[src/hw/rtl/wc2_pkg.sv]
// Shared constants, types and kernel helper functions for the 3x3 window convolution.
// No dependencies; every other file of the block but wc2_checker imports this package.
`timescale 1ns / 1ps
`default_nettype none

package wc2_pkg;

   localparam int MAX_WIDTH    = 1024;
   localparam int MAX_HEIGHT   = 4096;
   localparam int KERNEL_MAX   = 3;
   localparam int WIN          = 3;
   localparam int WIN_TAPS     = WIN * WIN;
   localparam int KMAX         = (KERNEL_MAX < WIN) ? KERNEL_MAX : WIN;

   localparam int PIXEL_W      = 8;
   localparam int COEFF_W      = 7;
   localparam int PROD_W       = COEFF_W + PIXEL_W + 1;
   localparam int CONV_W       = 19;
   localparam int WIDTH_REG_W  = 11;
   localparam int HEIGHT_REG_W = 13;
   localparam int KSIZE_W      = 2;
   localparam int COEFFS_W     = 63;
   localparam int COL_W        = $clog2(MAX_WIDTH);
   localparam int ROW_W        = $clog2(MAX_HEIGHT);
   localparam int LINE_W       = 2 * PIXEL_W;

   localparam int CSR_IDX_W    = 3;
   localparam int CSR_DATA_W   = 63;

   localparam int Q_DEPTH      = 4;
   localparam int Q_PTR_W      = $clog2(Q_DEPTH);
   localparam int Q_CNT_W      = $clog2(Q_DEPTH + 1);

   typedef enum logic [CSR_IDX_W-1:0] {
      CSR_IMAGE_WIDTH   = 3'd0,
      CSR_IMAGE_HEIGHT  = 3'd1,
      CSR_KERNEL_ROWS   = 3'd2,
      CSR_KERNEL_COLS   = 3'd3,
      CSR_KERNEL_COEFFS = 3'd4
   } csr_index_type;

   typedef struct packed {
      logic [WIDTH_REG_W-1:0]  image_width;
      logic [HEIGHT_REG_W-1:0] image_height;
      logic [KSIZE_W-1:0]      kernel_rows;
      logic [KSIZE_W-1:0]      kernel_cols;
      logic [COEFFS_W-1:0]     kernel_coeffs;
   } csr_type;

   // tap index is row*WIN + col; row 0 is the oldest line, col WIN-1 the newest pixel
   typedef logic [WIN_TAPS-1:0][PIXEL_W-1:0] window_type;

   typedef struct packed {
      window_type pixels;
      logic       window_valid;
      logic       end_of_frame;
   } work_type;

   // zero size acts as one, oversized saturates
   function automatic logic [KSIZE_W-1:0] ksize_eff(input logic [KSIZE_W-1:0] k);
      logic [KSIZE_W-1:0] res;
      if (k == '0) begin
         res = KSIZE_W'(1);
      end else if ({1'b0, k} > (KSIZE_W+1)'(KMAX)) begin
         res = KSIZE_W'(KMAX);
      end else begin
         res = k;
      end
      return res;
   endfunction

   function automatic logic tap_used(input logic [KSIZE_W-1:0] kr, input logic [KSIZE_W-1:0] kc,
                                     input logic [1:0] r, input logic [1:0] c);
      logic row_ok;
      logic col_ok;
      row_ok = ({2'b0, r} + {2'b0, kr}) >= 4'(WIN);
      col_ok = ({2'b0, c} + {2'b0, kc}) >= 4'(WIN);
      return row_ok && col_ok;
   endfunction

   // coefficient for window tap (r, c): kernel is row-major with kc entries per row
   function automatic logic signed [COEFF_W-1:0] tap_coeff(
      input logic [COEFFS_W-1:0] coeffs,
      input logic [KSIZE_W-1:0]  kr,
      input logic [KSIZE_W-1:0]  kc,
      input logic [1:0]          r,
      input logic [1:0]          c);
      logic [3:0]                i;
      logic [3:0]                j;
      logic [3:0]                k;
      logic signed [COEFF_W-1:0] res;
      i = {2'b0, r} + {2'b0, kr} - 4'(WIN);
      j = {2'b0, c} + {2'b0, kc} - 4'(WIN);
      k = 4'(i * {2'b0, kc}) + j;
      case (k)
         4'd0:    res = coeffs[0*COEFF_W +: COEFF_W];
         4'd1:    res = coeffs[1*COEFF_W +: COEFF_W];
         4'd2:    res = coeffs[2*COEFF_W +: COEFF_W];
         4'd3:    res = coeffs[3*COEFF_W +: COEFF_W];
         4'd4:    res = coeffs[4*COEFF_W +: COEFF_W];
         4'd5:    res = coeffs[5*COEFF_W +: COEFF_W];
         4'd6:    res = coeffs[6*COEFF_W +: COEFF_W];
         4'd7:    res = coeffs[7*COEFF_W +: COEFF_W];
         4'd8:    res = coeffs[8*COEFF_W +: COEFF_W];
         default: res = '0;
      endcase
      if (!tap_used(kr, kc, r, c)) begin
         res = '0;
      end
      return res;
   endfunction

endpackage

`default_nettype wire

[src/hw/rtl/wc2_queue.sv]
// Short work queue between the convolution front end and the multiply-add back end.
// Depends on wc2_pkg for the work item type and queue depth.
`timescale 1ns / 1ps
`default_nettype none

module wc2_queue
   import wc2_pkg::*;
(
   input  wire logic               clock,
   input  wire logic               reset,
   input  wire logic               push,
   input  wire work_type           push_data,
   input  wire logic               pop,
   output      work_type           pop_data,
   output      logic               not_empty,
   output      logic [Q_CNT_W-1:0] level
);

   work_type           slot_ff [Q_DEPTH];
   logic [Q_PTR_W-1:0] wr_ptr_ff, wr_ptr_in;
   logic [Q_PTR_W-1:0] rd_ptr_ff, rd_ptr_in;
   logic [Q_CNT_W-1:0] count_ff, count_in;

   function automatic logic [Q_PTR_W-1:0] ptr_next(input logic [Q_PTR_W-1:0] p);
      return (p == Q_PTR_W'(Q_DEPTH - 1)) ? '0 : p + Q_PTR_W'(1);
   endfunction

   always_comb begin
      wr_ptr_in = push ? ptr_next(wr_ptr_ff) : wr_ptr_ff;
      rd_ptr_in = pop ? ptr_next(rd_ptr_ff) : rd_ptr_ff;
      count_in  = count_ff;
      if (push && !pop) begin
         count_in = count_ff + Q_CNT_W'(1);
      end else if (pop && !push) begin
         count_in = count_ff - Q_CNT_W'(1);
      end
   end

   always_ff @(posedge clock) begin
      if (reset) begin
         wr_ptr_ff <= '0;
         rd_ptr_ff <= '0;
         count_ff  <= '0;
      end else begin
         wr_ptr_ff <= wr_ptr_in;
         rd_ptr_ff <= rd_ptr_in;
         count_ff  <= count_in;
      end
   end

   always_ff @(posedge clock) begin
      if (push) begin
         slot_ff[wr_ptr_ff] <= push_data;
      end
   end

   assign pop_data  = slot_ff[rd_ptr_ff];
   assign not_empty = (count_ff != '0);
   assign level     = count_ff;

endmodule

`default_nettype wire

[config.mk]
export PLATFORM = sky130hd
export DESIGN_NAME = wc2_queue
export DESIGN_NICKNAME = d
export VERILOG_FILES = /design/src/hw/rtl/wc2_pkg.sv /design/src/hw/rtl/wc2_queue.sv
export SDC_FILE = /design/constraint.sdc
export NUM_CORES = 1
export LEC_CHECK = 0
export BUFFER_PORTS_ARGS = -buffer_cell sky130_fd_sc_hd__buf_2
export CAP_MARGIN = 20
export CORE_ASPECT_RATIO = 1.5
export CORE_MARGIN = 1.5
export CORE_UTILIZATION = 51
export DETAILED_ROUTE_END_ITERATION = 12
export GPL_TIMING_DRIVEN = 1
export PLACE_DENSITY = 0.75
export SYNTH_ARGS = -nofsm -noshare
export SYNTH_HDL_FRONTEND = slang
export SYNTH_SLANG_ARGS = --single-unit
[constraint.sdc]
create_clock -name clock -period 2.9 [get_ports clock]
set_input_delay 0.145 -clock clock [delete_from_list [all_inputs] [get_ports clock]]
set_output_delay 0.145 -clock clock [all_outputs]
set_load 0.02 [all_outputs]
==> results.cfg <==
[outcome]
status = finished, final reports clean

[power]
power_mw = 9.70
power.density_nw_per_um2 = 696
leakagePower_nw = 4.78
ir_worst_vdd_mv = 0.471

[grt]
grt_usage_pct = 19.2
grt_pass1_vias = 5984
antenna_found_initial = 0
overflow = 0
grt_pass1_wl_um = 32600
grt_max_degree = 56

[detailed_routing]
drt_first_pass_iters = 6
vias_per_cell = 5.43
route.detailed.drc = 0
wl_per_cell_um = 21.7
drt_iter0_markers = 315
vias = 5307
wirelength_um = 21200
postRouteAntennaNets = 0

[synthesis]
async_reset_ff_share_pct = 0
synthCells = 429
synth.yosys.warnings = 0
ys_types = 18
synth_area_leaders = edfxtp_1 80%, mux4_2 15%, dfxtp_1 1.6%
synth_common_cells = 296 x edfxtp_1, 74 x mux4_2, 9 x dfxtp_1
yosysMostFrequentCell = edfxtp_1
synth_seq_cells = 305
yosysSeqAreaShare_pct = 81.6
yosysTopAreaCell = edfxtp_1
yosys.area.top_type_share_pct = 80.0
syn_area_per_cell_um2 = 25.9
synth-edff-count = 296
netlist_area_um2 = 11100
syn_nets = 514
yosys_most_used_dff = edfxtp_1

[worst_setup_path]
cpPeakStageDelay_ns = 0.71
rr_startpoint = wr_ptr_ff[0]$_SDFFE_PP0P_
arrival_ns = 2.16
worstPathRequired_ns = 2.76
r2r_end = slot_ff[0][11]$_DFFE_PP_
cp_cell_sequence = buf_12 -> mux4_2 -> buf_2
worst-path-max-fanout = 38
slowest_stage = dfxtp_4
r2r_setup_slack_ns = 1.07
worstRegToRegCells = 4
endpoint_kind = output port
critPathKind = flip-flop to output port
start_kind = flip-flop

[final_layout]
fin_area_um2 = 13900
seqCellArea_um2 = 9080
diodes = 0
num-nets-final = 772
multi_input_area_um2 = 1920
final_layout_size_suffix_gt1_share_pct = 40.5
fillers = 1406
syn_to_final_growth_pct = 25.4

[die]
die_y_um = 184
io_pins = 156
die-area_um2 = 22700
fp.dieW_um = 124
rows = 66
start_util_pct = 51.6
coreArea_um2 = 21600

[sta]
fmax_mhz = 433
period_needed_ns = 2.31
maxSlewHeadroom_pct = 58.7
fin_worst_skew_ns = 0.00971
period_share_pct = 79.6
tns_ns = 0
finalMaxSlewViolations = 0
hold_ws_ns = 0.370
rsz0062_at_grt = no
finalSetupViolations = 0
worstMarginPinSlew_ns = 0.619
finalHoldViolCount = 0

[run]
cap_violations = 0

[cts]
insertion_delay_ns = 0.53
cts_tree = done
cts.path.max_buffers = 3
cts-htree-levels = 1
clock-sinks = 305
clkTransAtPathRegs_ns = 0.06
cts_buffers = 28
cts_setup_buffers = 0
cts_root_buf = clkbuf_16

[min_path]
hold_path_depth = 2
hp-class = input port to flip-flop
hold_path.startpoint = push_data[38]
min_to = slot_ff[1][38]$_DFFE_PP_

[placement]
port_buffers = 155
dpl_cell_area_um2 = 12300
dpl.hpwl_um = 12600
place_congestion = 0.718
## sequential cells by signal (all words and copies together) (netlist names), named ones only
signal     count
level          3
rd_ptr_ff      2
slot_ff      296
wr_ptr_ff      2
## cell type report
type	instances	share of cell area (%)
Clock buffer	30	5.23
Tap cell	272	2.44
Multi-Input combinational cell	104	13.7
Clock inverter	19	1.19
Inverter	4	0.108
Sequential cell	305	65.1
Timing Repair Buffer	244	12.2
## through the flow
stage,setup WS (ns),instances,util (%)
6_report,0.590,978,64.7
5_1_grt,0.486,978,64.7
2_1_floorplan,0.183,429,-
3_3_place_gp,1.10,852,57.0
3_5_place_dp,1.07,852,57.0
4_1_cts,0.538,978,64.7
## repair_timing
item / CTS / global route
hold buffers: 77 / 0
resized for setup: 0 / 0
endpoints found under the hold margin: 305 / 0
## worst max path at each step
stage | from | end | cells after the start
finish | flip-flop | pop_data[49] | 3
global route | flip-flop | pop_data[47] | 3
global placement | wr_ptr_ff[0]$_SDFFE_PP0P_ | slot_ff[0][21]$_DFFE_PP_ | 4
detailed placement | wr_ptr_ff[1]$_SDFFE_PP0P_ | slot_ff[1][21]$_DFFE_PP_ | 4
floorplan | wr_ptr_ff[0]$_SDFFE_PP0P_ | slot_ff[3][0]$_DFFE_PP_ | 2
CTS | flip-flop | pop_data[47] | 3
## logic make-up (layout without fill, tap and decap cells)
| kind of cell | Yosys count | after routing | synth area share [%] |
|---|---|---|---|
| AOI/OAI and AO/OA | 3 | 3 | 0.135 |
| buffers and inverters | 20 | 297 | 1.26 |
| muxes | 78 | 78 | 15.4 |
| xor gates and xnor gates | 2 | 2 | 0.158 |
| DFF | 305 | 305 | 81.6 |
| adders and majority gates | 7 | 7 | 0.856 |
| and+or+nand+nor | 14 | 14 | 0.642 |
## report_power, final
part | switching, mW | internal (mW)
clock | 1.50 | 2.07
sequential | 0.0794 | 5.05
combinational | 0.562 | 0.447
total | 2.14 | 7.56
## placed cells by master, fill, tap and decap left out, drive strengths merged
cell	count
edfxtp	296
buf	167
dlygate4sd3	77
mux4	74
clkbuf	30
clkinv	13
dfxtp	9
nor2	7
ha	6
inv	4
and2	4
mux2i	4
clkinvlp	3
bufinv	3
or3	2
xor2	2
a21oi	2
nor3b	1
o21ai	1
fa	1
## routing by layer
layer	part of all wire, %	GRT usage [%]	vias to the layer above
met5	0	0	-
met4	2.8	6.53	0
met3	3.7	2.45	42
met2	55	34.5	159
met1	39	24.0	2761
li1	-	-	2345
## critical path, delay by kind of cell, from the launching register on
kind	cells	cell delay, ns
flip-flops	1	0.71
multiplexers	1	0.38
buffers and inverters	2	0.50
Power figures use the tool's default switching activity.
