<file path="config.mk">
export PLATFORM = sky130hd
export DESIGN_NAME = wc2_back
export DESIGN_NICKNAME = d
export VERILOG_FILES = /design/src/hw/rtl/wc2_pkg.sv /design/src/hw/rtl/wc2_back.sv
export SDC_FILE = /design/constraint.sdc
export NUM_CORES = 2
export LEC_CHECK = 0
export BUFFER_PORTS_ARGS = -buffer_cell sky130_fd_sc_hd__buf_2
export CAP_MARGIN = 0
export CORE_ASPECT_RATIO = 1.25
export CORE_MARGIN = 4
export CORE_UTILIZATION = 55
export CTS_BUF_LIST = sky130_fd_sc_hd__clkbuf_4 sky130_fd_sc_hd__clkbuf_8 sky130_fd_sc_hd__clkbuf_16
export CTS_CLUSTER_DIAMETER = 40
export CTS_CLUSTER_SIZE = 12
export DETAILED_ROUTE_END_ITERATION = 8
export PLACE_DENSITY = 0.73
export SLEW_MARGIN = 15
export SYNTH_ARGS = -nofsm -noshare
export SYNTH_HDL_FRONTEND = slang
export SYNTH_SLANG_ARGS = --single-unit
</file>
<file path="constraint.sdc">
create_clock -name clock -period 19.96 [get_ports clock]
set_clock_uncertainty 0.15 [all_clocks]
set_input_delay 2.994 -clock clock [delete_from_list [all_inputs] [get_ports clock]]
set_output_delay 2.994 -clock clock [all_outputs]
set_load 0.01 [all_outputs]
</file>
<file path="src/hw/rtl/wc2_pkg.sv">
// Shared constants, types and kernel helper functions for the 3x3 window convolution.
// No dependencies; every other file of the block but wc2_checker imports this package.
`timescale 1ns / 1ps
`default_nettype none

package wc2_pkg;

   localparam int MAX_WIDTH    = 1024;
   localparam int MAX_HEIGHT   = 4096;
   localparam int KERNEL_MAX   = 3;
   localparam int WIN          = 3;
   localparam int WIN_TAPS     = WIN * WIN;
   localparam int KMAX         = (KERNEL_MAX < WIN) ? KERNEL_MAX : WIN;

   localparam int PIXEL_W      = 8;
   localparam int COEFF_W      = 7;
   localparam int PROD_W       = COEFF_W + PIXEL_W + 1;
   localparam int CONV_W       = 19;
   localparam int WIDTH_REG_W  = 11;
   localparam int HEIGHT_REG_W = 13;
   localparam int KSIZE_W      = 2;
   localparam int COEFFS_W     = 63;
   localparam int COL_W        = $clog2(MAX_WIDTH);
   localparam int ROW_W        = $clog2(MAX_HEIGHT);
   localparam int LINE_W       = 2 * PIXEL_W;

   localparam int CSR_IDX_W    = 3;
   localparam int CSR_DATA_W   = 63;

   localparam int Q_DEPTH      = 4;
   localparam int Q_PTR_W      = $clog2(Q_DEPTH);
   localparam int Q_CNT_W      = $clog2(Q_DEPTH + 1);

   typedef enum logic [CSR_IDX_W-1:0] {
      CSR_IMAGE_WIDTH   = 3'd0,
      CSR_IMAGE_HEIGHT  = 3'd1,
      CSR_KERNEL_ROWS   = 3'd2,
      CSR_KERNEL_COLS   = 3'd3,
      CSR_KERNEL_COEFFS = 3'd4
   } csr_index_type;

   typedef struct packed {
      logic [WIDTH_REG_W-1:0]  image_width;
      logic [HEIGHT_REG_W-1:0] image_height;
      logic [KSIZE_W-1:0]      kernel_rows;
      logic [KSIZE_W-1:0]      kernel_cols;
      logic [COEFFS_W-1:0]     kernel_coeffs;
   } csr_type;

   // tap index is row*WIN + col; row 0 is the oldest line, col WIN-1 the newest pixel
   typedef logic [WIN_TAPS-1:0][PIXEL_W-1:0] window_type;

   typedef struct packed {
      window_type pixels;
      logic       window_valid;
      logic       end_of_frame;
   } work_type;

   // zero size acts as one, oversized saturates
   function automatic logic [KSIZE_W-1:0] ksize_eff(input logic [KSIZE_W-1:0] k);
      logic [KSIZE_W-1:0] res;
      if (k == '0) begin
         res = KSIZE_W'(1);
      end else if ({1'b0, k} > (KSIZE_W+1)'(KMAX)) begin
         res = KSIZE_W'(KMAX);
      end else begin
         res = k;
      end
      return res;
   endfunction

   function automatic logic tap_used(input logic [KSIZE_W-1:0] kr, input logic [KSIZE_W-1:0] kc,
                                     input logic [1:0] r, input logic [1:0] c);
      logic row_ok;
      logic col_ok;
      row_ok = ({2'b0, r} + {2'b0, kr}) >= 4'(WIN);
      col_ok = ({2'b0, c} + {2'b0, kc}) >= 4'(WIN);
      return row_ok && col_ok;
   endfunction

   // coefficient for window tap (r, c): kernel is row-major with kc entries per row
   function automatic logic signed [COEFF_W-1:0] tap_coeff(
      input logic [COEFFS_W-1:0] coeffs,
      input logic [KSIZE_W-1:0]  kr,
      input logic [KSIZE_W-1:0]  kc,
      input logic [1:0]          r,
      input logic [1:0]          c);
      logic [3:0]                i;
      logic [3:0]                j;
      logic [3:0]                k;
      logic signed [COEFF_W-1:0] res;
      i = {2'b0, r} + {2'b0, kr} - 4'(WIN);
      j = {2'b0, c} + {2'b0, kc} - 4'(WIN);
      k = 4'(i * {2'b0, kc}) + j;
      case (k)
         4'd0:    res = coeffs[0*COEFF_W +: COEFF_W];
         4'd1:    res = coeffs[1*COEFF_W +: COEFF_W];
         4'd2:    res = coeffs[2*COEFF_W +: COEFF_W];
         4'd3:    res = coeffs[3*COEFF_W +: COEFF_W];
         4'd4:    res = coeffs[4*COEFF_W +: COEFF_W];
         4'd5:    res = coeffs[5*COEFF_W +: COEFF_W];
         4'd6:    res = coeffs[6*COEFF_W +: COEFF_W];
         4'd7:    res = coeffs[7*COEFF_W +: COEFF_W];
         4'd8:    res = coeffs[8*COEFF_W +: COEFF_W];
         default: res = '0;
      endcase
      if (!tap_used(kr, kc, r, c)) begin
         res = '0;
      end
      return res;
   endfunction

endpackage

`default_nettype wire

</file>
<file path="src/hw/rtl/wc2_back.sv">
// Back end: nine parallel pixel-by-coefficient products, then the sum into the result
// register. Pops work items from the queue. Depends on wc2_pkg.
`timescale 1ns / 1ps
`default_nettype none

module wc2_back
   import wc2_pkg::*;
(
   input  wire logic                     clock,
   input  wire logic                     reset,
   input  wire csr_type                  csr,
   input  wire logic                     q_not_empty,
   input  wire work_type                 q_data,
   output      logic                     q_pop,
   output      logic                     rsp_valid,
   input  wire logic                     rsp_ready,
   output      logic signed [CONV_W-1:0] rsp_conv_value,
   output      logic                     rsp_window_valid,
   output      logic                     rsp_end_of_frame
);

   logic signed [PROD_W-1:0] prod_ff [WIN_TAPS];
   logic signed [PROD_W-1:0] prod_in [WIN_TAPS];
   logic                     m_v_ff;
   logic                     m_valid_ff;
   logic                     m_eof_ff;
   logic                     out_v_ff;
   logic signed [CONV_W-1:0] conv_ff, conv_in;
   logic                     valid_ff;
   logic                     eof_ff;

   logic               out_ready;
   logic               m_ready;
   logic [KSIZE_W-1:0] kr_eff;
   logic [KSIZE_W-1:0] kc_eff;

   assign kr_eff    = ksize_eff(csr.kernel_rows);
   assign kc_eff    = ksize_eff(csr.kernel_cols);
   assign out_ready = !out_v_ff || rsp_ready;
   assign m_ready   = !m_v_ff || out_ready;
   assign q_pop     = q_not_empty && m_ready;

   // taps outside the kernel, and whole invalid windows, contribute zero
   always_comb begin
      logic [PIXEL_W-1:0] pix;
      logic               keep;
      for (int r = 0; r < WIN; r++) begin
         for (int c = 0; c < WIN; c++) begin
            keep = q_data.window_valid && tap_used(kr_eff, kc_eff, 2'(r), 2'(c));
            pix  = keep ? q_data.pixels[r*WIN + c] : '0;
            prod_in[r*WIN + c] = tap_coeff(csr.kernel_coeffs, kr_eff, kc_eff, 2'(r), 2'(c))
                               * $signed({1'b0, pix});
         end
      end
   end

   always_comb begin
      conv_in = '0;
      for (int t = 0; t < WIN_TAPS; t++) begin
         conv_in = conv_in + CONV_W'(prod_ff[t]);
      end
   end

   always_ff @(posedge clock) begin
      if (reset) begin
         m_v_ff   <= 1'b0;
         out_v_ff <= 1'b0;
      end else begin
         if (m_ready) begin
            m_v_ff <= q_pop;
         end
         if (out_ready) begin
            out_v_ff <= m_v_ff;
         end
      end
   end

   always_ff @(posedge clock) begin
      if (q_pop) begin
         prod_ff    <= prod_in;
         m_valid_ff <= q_data.window_valid;
         m_eof_ff   <= q_data.end_of_frame;
      end
      if (out_ready && m_v_ff) begin
         conv_ff  <= conv_in;
         valid_ff <= m_valid_ff;
         eof_ff   <= m_eof_ff;
      end
   end

   assign rsp_valid        = out_v_ff;
   assign rsp_conv_value   = conv_ff;
   assign rsp_window_valid = valid_ff;
   assign rsp_end_of_frame = eof_ff;

endmodule

`default_nettype wire

</file>
==> flow_summary.html <==
<table>
<tr><th>Metric</th><th>Value</th></tr>
<tr><th colspan="2">Power</th></tr>
<tr><td>Internal</td><td>1.78 mW</td></tr>
<tr><td>Peak VDD IR</td><td>0.183 mV</td></tr>
<tr><td>Cell Pwr Density</td><td>100 nW/um^2</td></tr>
<tr><td>Fraction of power consumed by the clock network</td><td>9.7%</td></tr>
<tr><td>Share of power burned in combinational logic</td><td>73.1%</td></tr>
<tr><td>Sequential power share</td><td>17.2%</td></tr>
<tr><td>Sw Pwr</td><td>1.68 mW</td></tr>
<tr><td>Static power due to leakage</td><td>17.3 nW</td></tr>
<tr><td>Sw Share</td><td>48.4%</td></tr>
<tr><th colspan="2">Critical path</th></tr>
<tr><td>CP bufs+invs</td><td>6</td></tr>
<tr><td>Data required, critical path</td><td>20.05 ns</td></tr>
<tr><td>Max FO, Critical Path</td><td>21</td></tr>
<tr><td>R2R setup slack</td><td>14.85 ns</td></tr>
<tr><td>Critical path's top delay family</td><td>adder cells</td></tr>
<tr><td>Slowest stage cell on the critical path</td><td>sky130_fd_sc_hd__nor3_1</td></tr>
<tr><td>Element type at the critical path end</td><td>flop</td></tr>
<tr><td>Kind of critical path</td><td>in -&gt; reg</td></tr>
<tr><td>Type of origin of the critical path</td><td>input port</td></tr>
<tr><td>Worst path arrival time</td><td>11.87 ns</td></tr>
<tr><td>FF-to-FF path depth</td><td>16</td></tr>
<tr><td>Start of the worst register-to-register path</td><td>prod_ff[98]$_DFFE_PP_</td></tr>
<tr><td>Reg2reg end</td><td>rsp_conv_value[18]$_DFFE_PP_</td></tr>
<tr><td>Largest stage delay on the critical path</td><td>0.96 ns</td></tr>
<tr><th colspan="2">Die</th></tr>
<tr><td>Area of the die</td><td>63,300 um^2</td></tr>
<tr><td>Number of primary I/O pins</td><td>192</td></tr>
<tr><td>Chip width</td><td>226 um</td></tr>
<tr><td>Initial core utilization</td><td>55.7%</td></tr>
<tr><td>Die boundary height</td><td>280 um</td></tr>
<tr><td>Core Box Area</td><td>58,600 um^2</td></tr>
<tr><td>Row count</td><td>99</td></tr>
<tr><th colspan="2">Timing</th></tr>
<tr><td>Clock period minus final worst setup slack</td><td>11.77 ns</td></tr>
<tr><td>RSZ-0062 raised after global routing</td><td>no</td></tr>
<tr><td>Final setup viols</td><td>0</td></tr>
<tr><td>Pin slew with the least headroom to its limit</td><td>1.21 ns</td></tr>
<tr><td>Hold Violations, Final</td><td>0</td></tr>
<tr><td>Setup Total Neg Slack</td><td>0 ns</td></tr>
<tr><td>Final period utilization</td><td>59.0%</td></tr>
<tr><td>Smallest hold slack</td><td>0.274 ns</td></tr>
<tr><td>Peak clock frequency supported by timing</td><td>84.9 MHz</td></tr>
<tr><td>Final Slew Violations</td><td>0</td></tr>
<tr><td>Max_slew headroom</td><td>18.9%</td></tr>
<tr><th colspan="2">Global route</th></tr>
<tr><td>Pin count of the biggest net entering global routing</td><td>85</td></tr>
<tr><td>Initial antenna violation count</td><td>4</td></tr>
<tr><td>Vias in the first global route</td><td>27.1k</td></tr>
<tr><td>All-Layer GR Usage</td><td>31.3%</td></tr>
<tr><td>Global-route wire length before repair</td><td>152,000 um</td></tr>
<tr><td>Global route overflow</td><td>0</td></tr>
<tr><th colspan="2">Final layout</th></tr>
<tr><td>Commonest non-fill, non-tap cell in the layout</td><td>sky130_fd_sc_hd__inv_1</td></tr>
<tr><td>Share of layout cells above drive strength 1</td><td>10.8%</td></tr>
<tr><td>Highest-count cells in the layout ignoring fill and taps</td><td>473 x sky130_fd_sc_hd__inv_1, 421 x sky130_fd_sc_hd__nor2_1, 409 x sky130_fd_sc_hd__ha_1</td></tr>
<tr><td>Post-layout net count</td><td>4,568</td></tr>
<tr><td>Synthesis-to-layout area growth</td><td>5.99%</td></tr>
<tr><th colspan="2">Route</th></tr>
<tr><td>Detailed Routing Iterations Pass 1</td><td>8</td></tr>
<tr><td>Vias per std cell</td><td>6.15</td></tr>
<tr><td>Total number of vias</td><td>26.8k</td></tr>
<tr><td>DRC Markers</td><td>0</td></tr>
<tr><td>WL per Instance</td><td>22.6 um</td></tr>
<tr><td>Number of DRC violations after detailed-routing iteration 0</td><td>2,729</td></tr>
<tr><td>Total length of routed wires</td><td>98,600 um</td></tr>
<tr><td>Post-route ant nets</td><td>0</td></tr>
<tr><th colspan="2">Logic synthesis</th></tr>
<tr><td>Synth area leaders</td><td>sky130_fd_sc_hd__fa_1 24%, sky130_fd_sc_hd__ha_1 16%, sky130_fd_sc_hd__edfxtp_1 15%</td></tr>
<tr><td>Ys async rst share</td><td>0%</td></tr>
<tr><td>Synthesis-stage register bit count</td><td>169</td></tr>
<tr><td>Cell type with the highest aggregate area in the netlist</td><td>sky130_fd_sc_hd__fa_1</td></tr>
<tr><td>Synth Flop Type</td><td>sky130_fd_sc_hd__edfxtp_1</td></tr>
<tr><td>Post-synthesis cell type count</td><td>103</td></tr>
<tr><td>Post-synth EDFFs</td><td>167</td></tr>
<tr><td>Top-area cell type share of the netlist area</td><td>24.3%</td></tr>
<tr><td>Gate Count Post-Synth</td><td>3,520</td></tr>
<tr><td>Post-Syn Area per Cell</td><td>9.27 um^2</td></tr>
<tr><td>Synthesized area</td><td>32,600 um^2</td></tr>
<tr><td>Warning count from the yosys run</td><td>0</td></tr>
<tr><td>Sequential area share after synthesis</td><td>15.5%</td></tr>
<tr><th colspan="2">CTS</th></tr>
<tr><td>Post-CTS setup repair buffer count</td><td>0</td></tr>
<tr><td>Max Buffers Root-to-Sink</td><td>2</td></tr>
<tr><td>CTS H-Tree Depth</td><td>4</td></tr>
<tr><td>Clock latency of the later-clocked register in the worst-skew pair</td><td>0.46 ns</td></tr>
<tr><td>Buffer type at the clock tree root</td><td>sky130_fd_sc_hd__clkbuf_16</td></tr>
<tr><td>Total clock buffers created by CTS</td><td>17</td></tr>
<tr><td>CTS clock-pin slew for the worst setup and hold paths</td><td>0.08 ns</td></tr>
<tr><td>CTS tree</td><td>yes</td></tr>
<tr><td>Post-cts resize count</td><td>0</td></tr>
<tr><td>Sink count of the clock tree</td><td>169</td></tr>
<tr><td>Number of hold buffers added after CTS</td><td>0</td></tr>
<tr><th colspan="2">Min path</th></tr>
<tr><td>Min-Delay Endpoint</td><td>rsp_end_of_frame$_DFFE_PP_</td></tr>
<tr><td>Classification of the worst-slack hold path</td><td>reg -&gt; reg</td></tr>
<tr><td>Count of cells along the worst hold path</td><td>0</td></tr>
<tr><td>Worst hold start</td><td>m_eof_ff$_DFFE_PP_</td></tr>
<tr><th colspan="2">Run status</th></tr>
<tr><td>Run status</td><td>completed</td></tr>
<tr><th colspan="2">Place</th></tr>
<tr><td>Detailed Place HPWL</td><td>77,500 um</td></tr>
<tr><td>Port bufs</td><td>167</td></tr>
<tr><td>Final estimated routing congestion in global placement</td><td>1.00</td></tr>
<tr><th colspan="2">Job</th></tr>
<tr><td>Count of max-cap constraint violations</td><td>0</td></tr>
</table>
-- synth_stat cells, types with 70 or more instances --
cell type and instances:
sky130_fd_sc_hd__inv_1 474, sky130_fd_sc_hd__nor2_1 422, sky130_fd_sc_hd__ha_1 409, sky130_fd_sc_hd__fa_1 396
sky130_fd_sc_hd__nand2_1 204, sky130_fd_sc_hd__a21oi_1 188, sky130_fd_sc_hd__edfxtp_1 167, sky130_fd_sc_hd__xnor2_1 107
sky130_fd_sc_hd__nand3_1 103, sky130_fd_sc_hd__clkbuf_1 86, sky130_fd_sc_hd__o21ai_0 73, sky130_fd_sc_hd__and3_1 70
sky130_fd_sc_hd__mux2i_1 70
-- cell type report --
type,count,area [um^2]
multi-input combinational,2741,25200
fill,5133,24000
sequential,169,5050
inverter,477,1790
timing repair buffer,188,993
tap,757,947
clock buffer,17,425
clock inverter,15,168
antenna,1,2.50
-- per-layer routing --
layer  global-route usage [%]  vias to the layer above  part of all wire (%)
met2                     51.3                     1325                    46
met1                     37.8                    13000                    37
met5                   0.0768                        -                 0.041
met3                     7.38                      444                   9.5
met4                     17.6                        6                   7.4
li1                         -                    12100                     -
-- power by group through the flow --
stage | Clock [mW] | Combinational [mW] | Sequential, mW
after global placement | 0 | 2.46 | 0.603
final | 0.336 | 2.53 | 0.595
after CTS | 0.341 | 2.52 | 0.596
after floorplan | 0 | 1.86 | 0.612
after detailed placement | 0 | 2.50 | 0.604
after global routing | 0.356 | 2.83 | 0.601
-- registers in the layout, summed over array words and instances, names as in the netlist --
signal            cells
m_eof_ff              1
prod_ff             144
rsp_window_valid      1
rsp_conv_value       19
m_v_ff                1
rsp_valid             1
m_valid_ff            1
rsp_end_of_frame      1
-- worst max-delay path by stage --
| stage | startpoint | end | slack [ns] | cells past startpoint |
|---|---|---|---|---|
| 2_1_floorplan | rsp_ready | q_pop | 3.00 | 2 |
| 3_3_place_gp | csr[66] | prod_ff[108]$_DFFE_PP_ | 7.99 | 27 |
| 3_5_place_dp | csr[66] | prod_ff[108]$_DFFE_PP_ | 7.91 | 28 |
| 4_1_cts | csr[66] | prod_ff[108]$_DFFE_PP_ | 8.38 | 28 |
| 5_1_grt | csr[66] | prod_ff[108]$_DFFE_PP_ | 7.96 | 27 |
| 6_report | csr[64] | prod_ff[108]$_DFFE_PP_ | 8.19 | 28 |
-- metrics by stage --
stage          power [mW]  utilization, %  instances  setup WS [ns]  cell area (um^2)
4_1_cts              3.46            59.0       4364           8.38             34600
2_1_floorplan        2.48               -       3528           3.00             32700
5_1_grt              3.79            59.0       4364           7.96             34600
6_report             3.46            59.0       4365           8.19             34600
3_5_place_dp         3.11            58.0       4332           7.91             34000
3_3_place_gp         3.06            58.0       4332           7.99             34000
-- cells by family (layout without fill, tap and decap cells) --
family | after synthesis | count (layout) | synth area share (%)
other | 2 | 11 | 0.0230
AND/OR/NAND/NOR | 1071 | 1071 | 15.5
XOR/XNOR | 147 | 147 | 4.40
buffers and inverters | 618 | 697 | 7.42
flip-flops | 169 | 169 | 15.5
AO/OA/AOI/OAI | 585 | 585 | 12.3
multiplexers | 123 | 123 | 4.85
adder cells (fa/ha/maj) | 805 | 805 | 40.0
No activity file was read; power rests on OpenSTA's default activity.
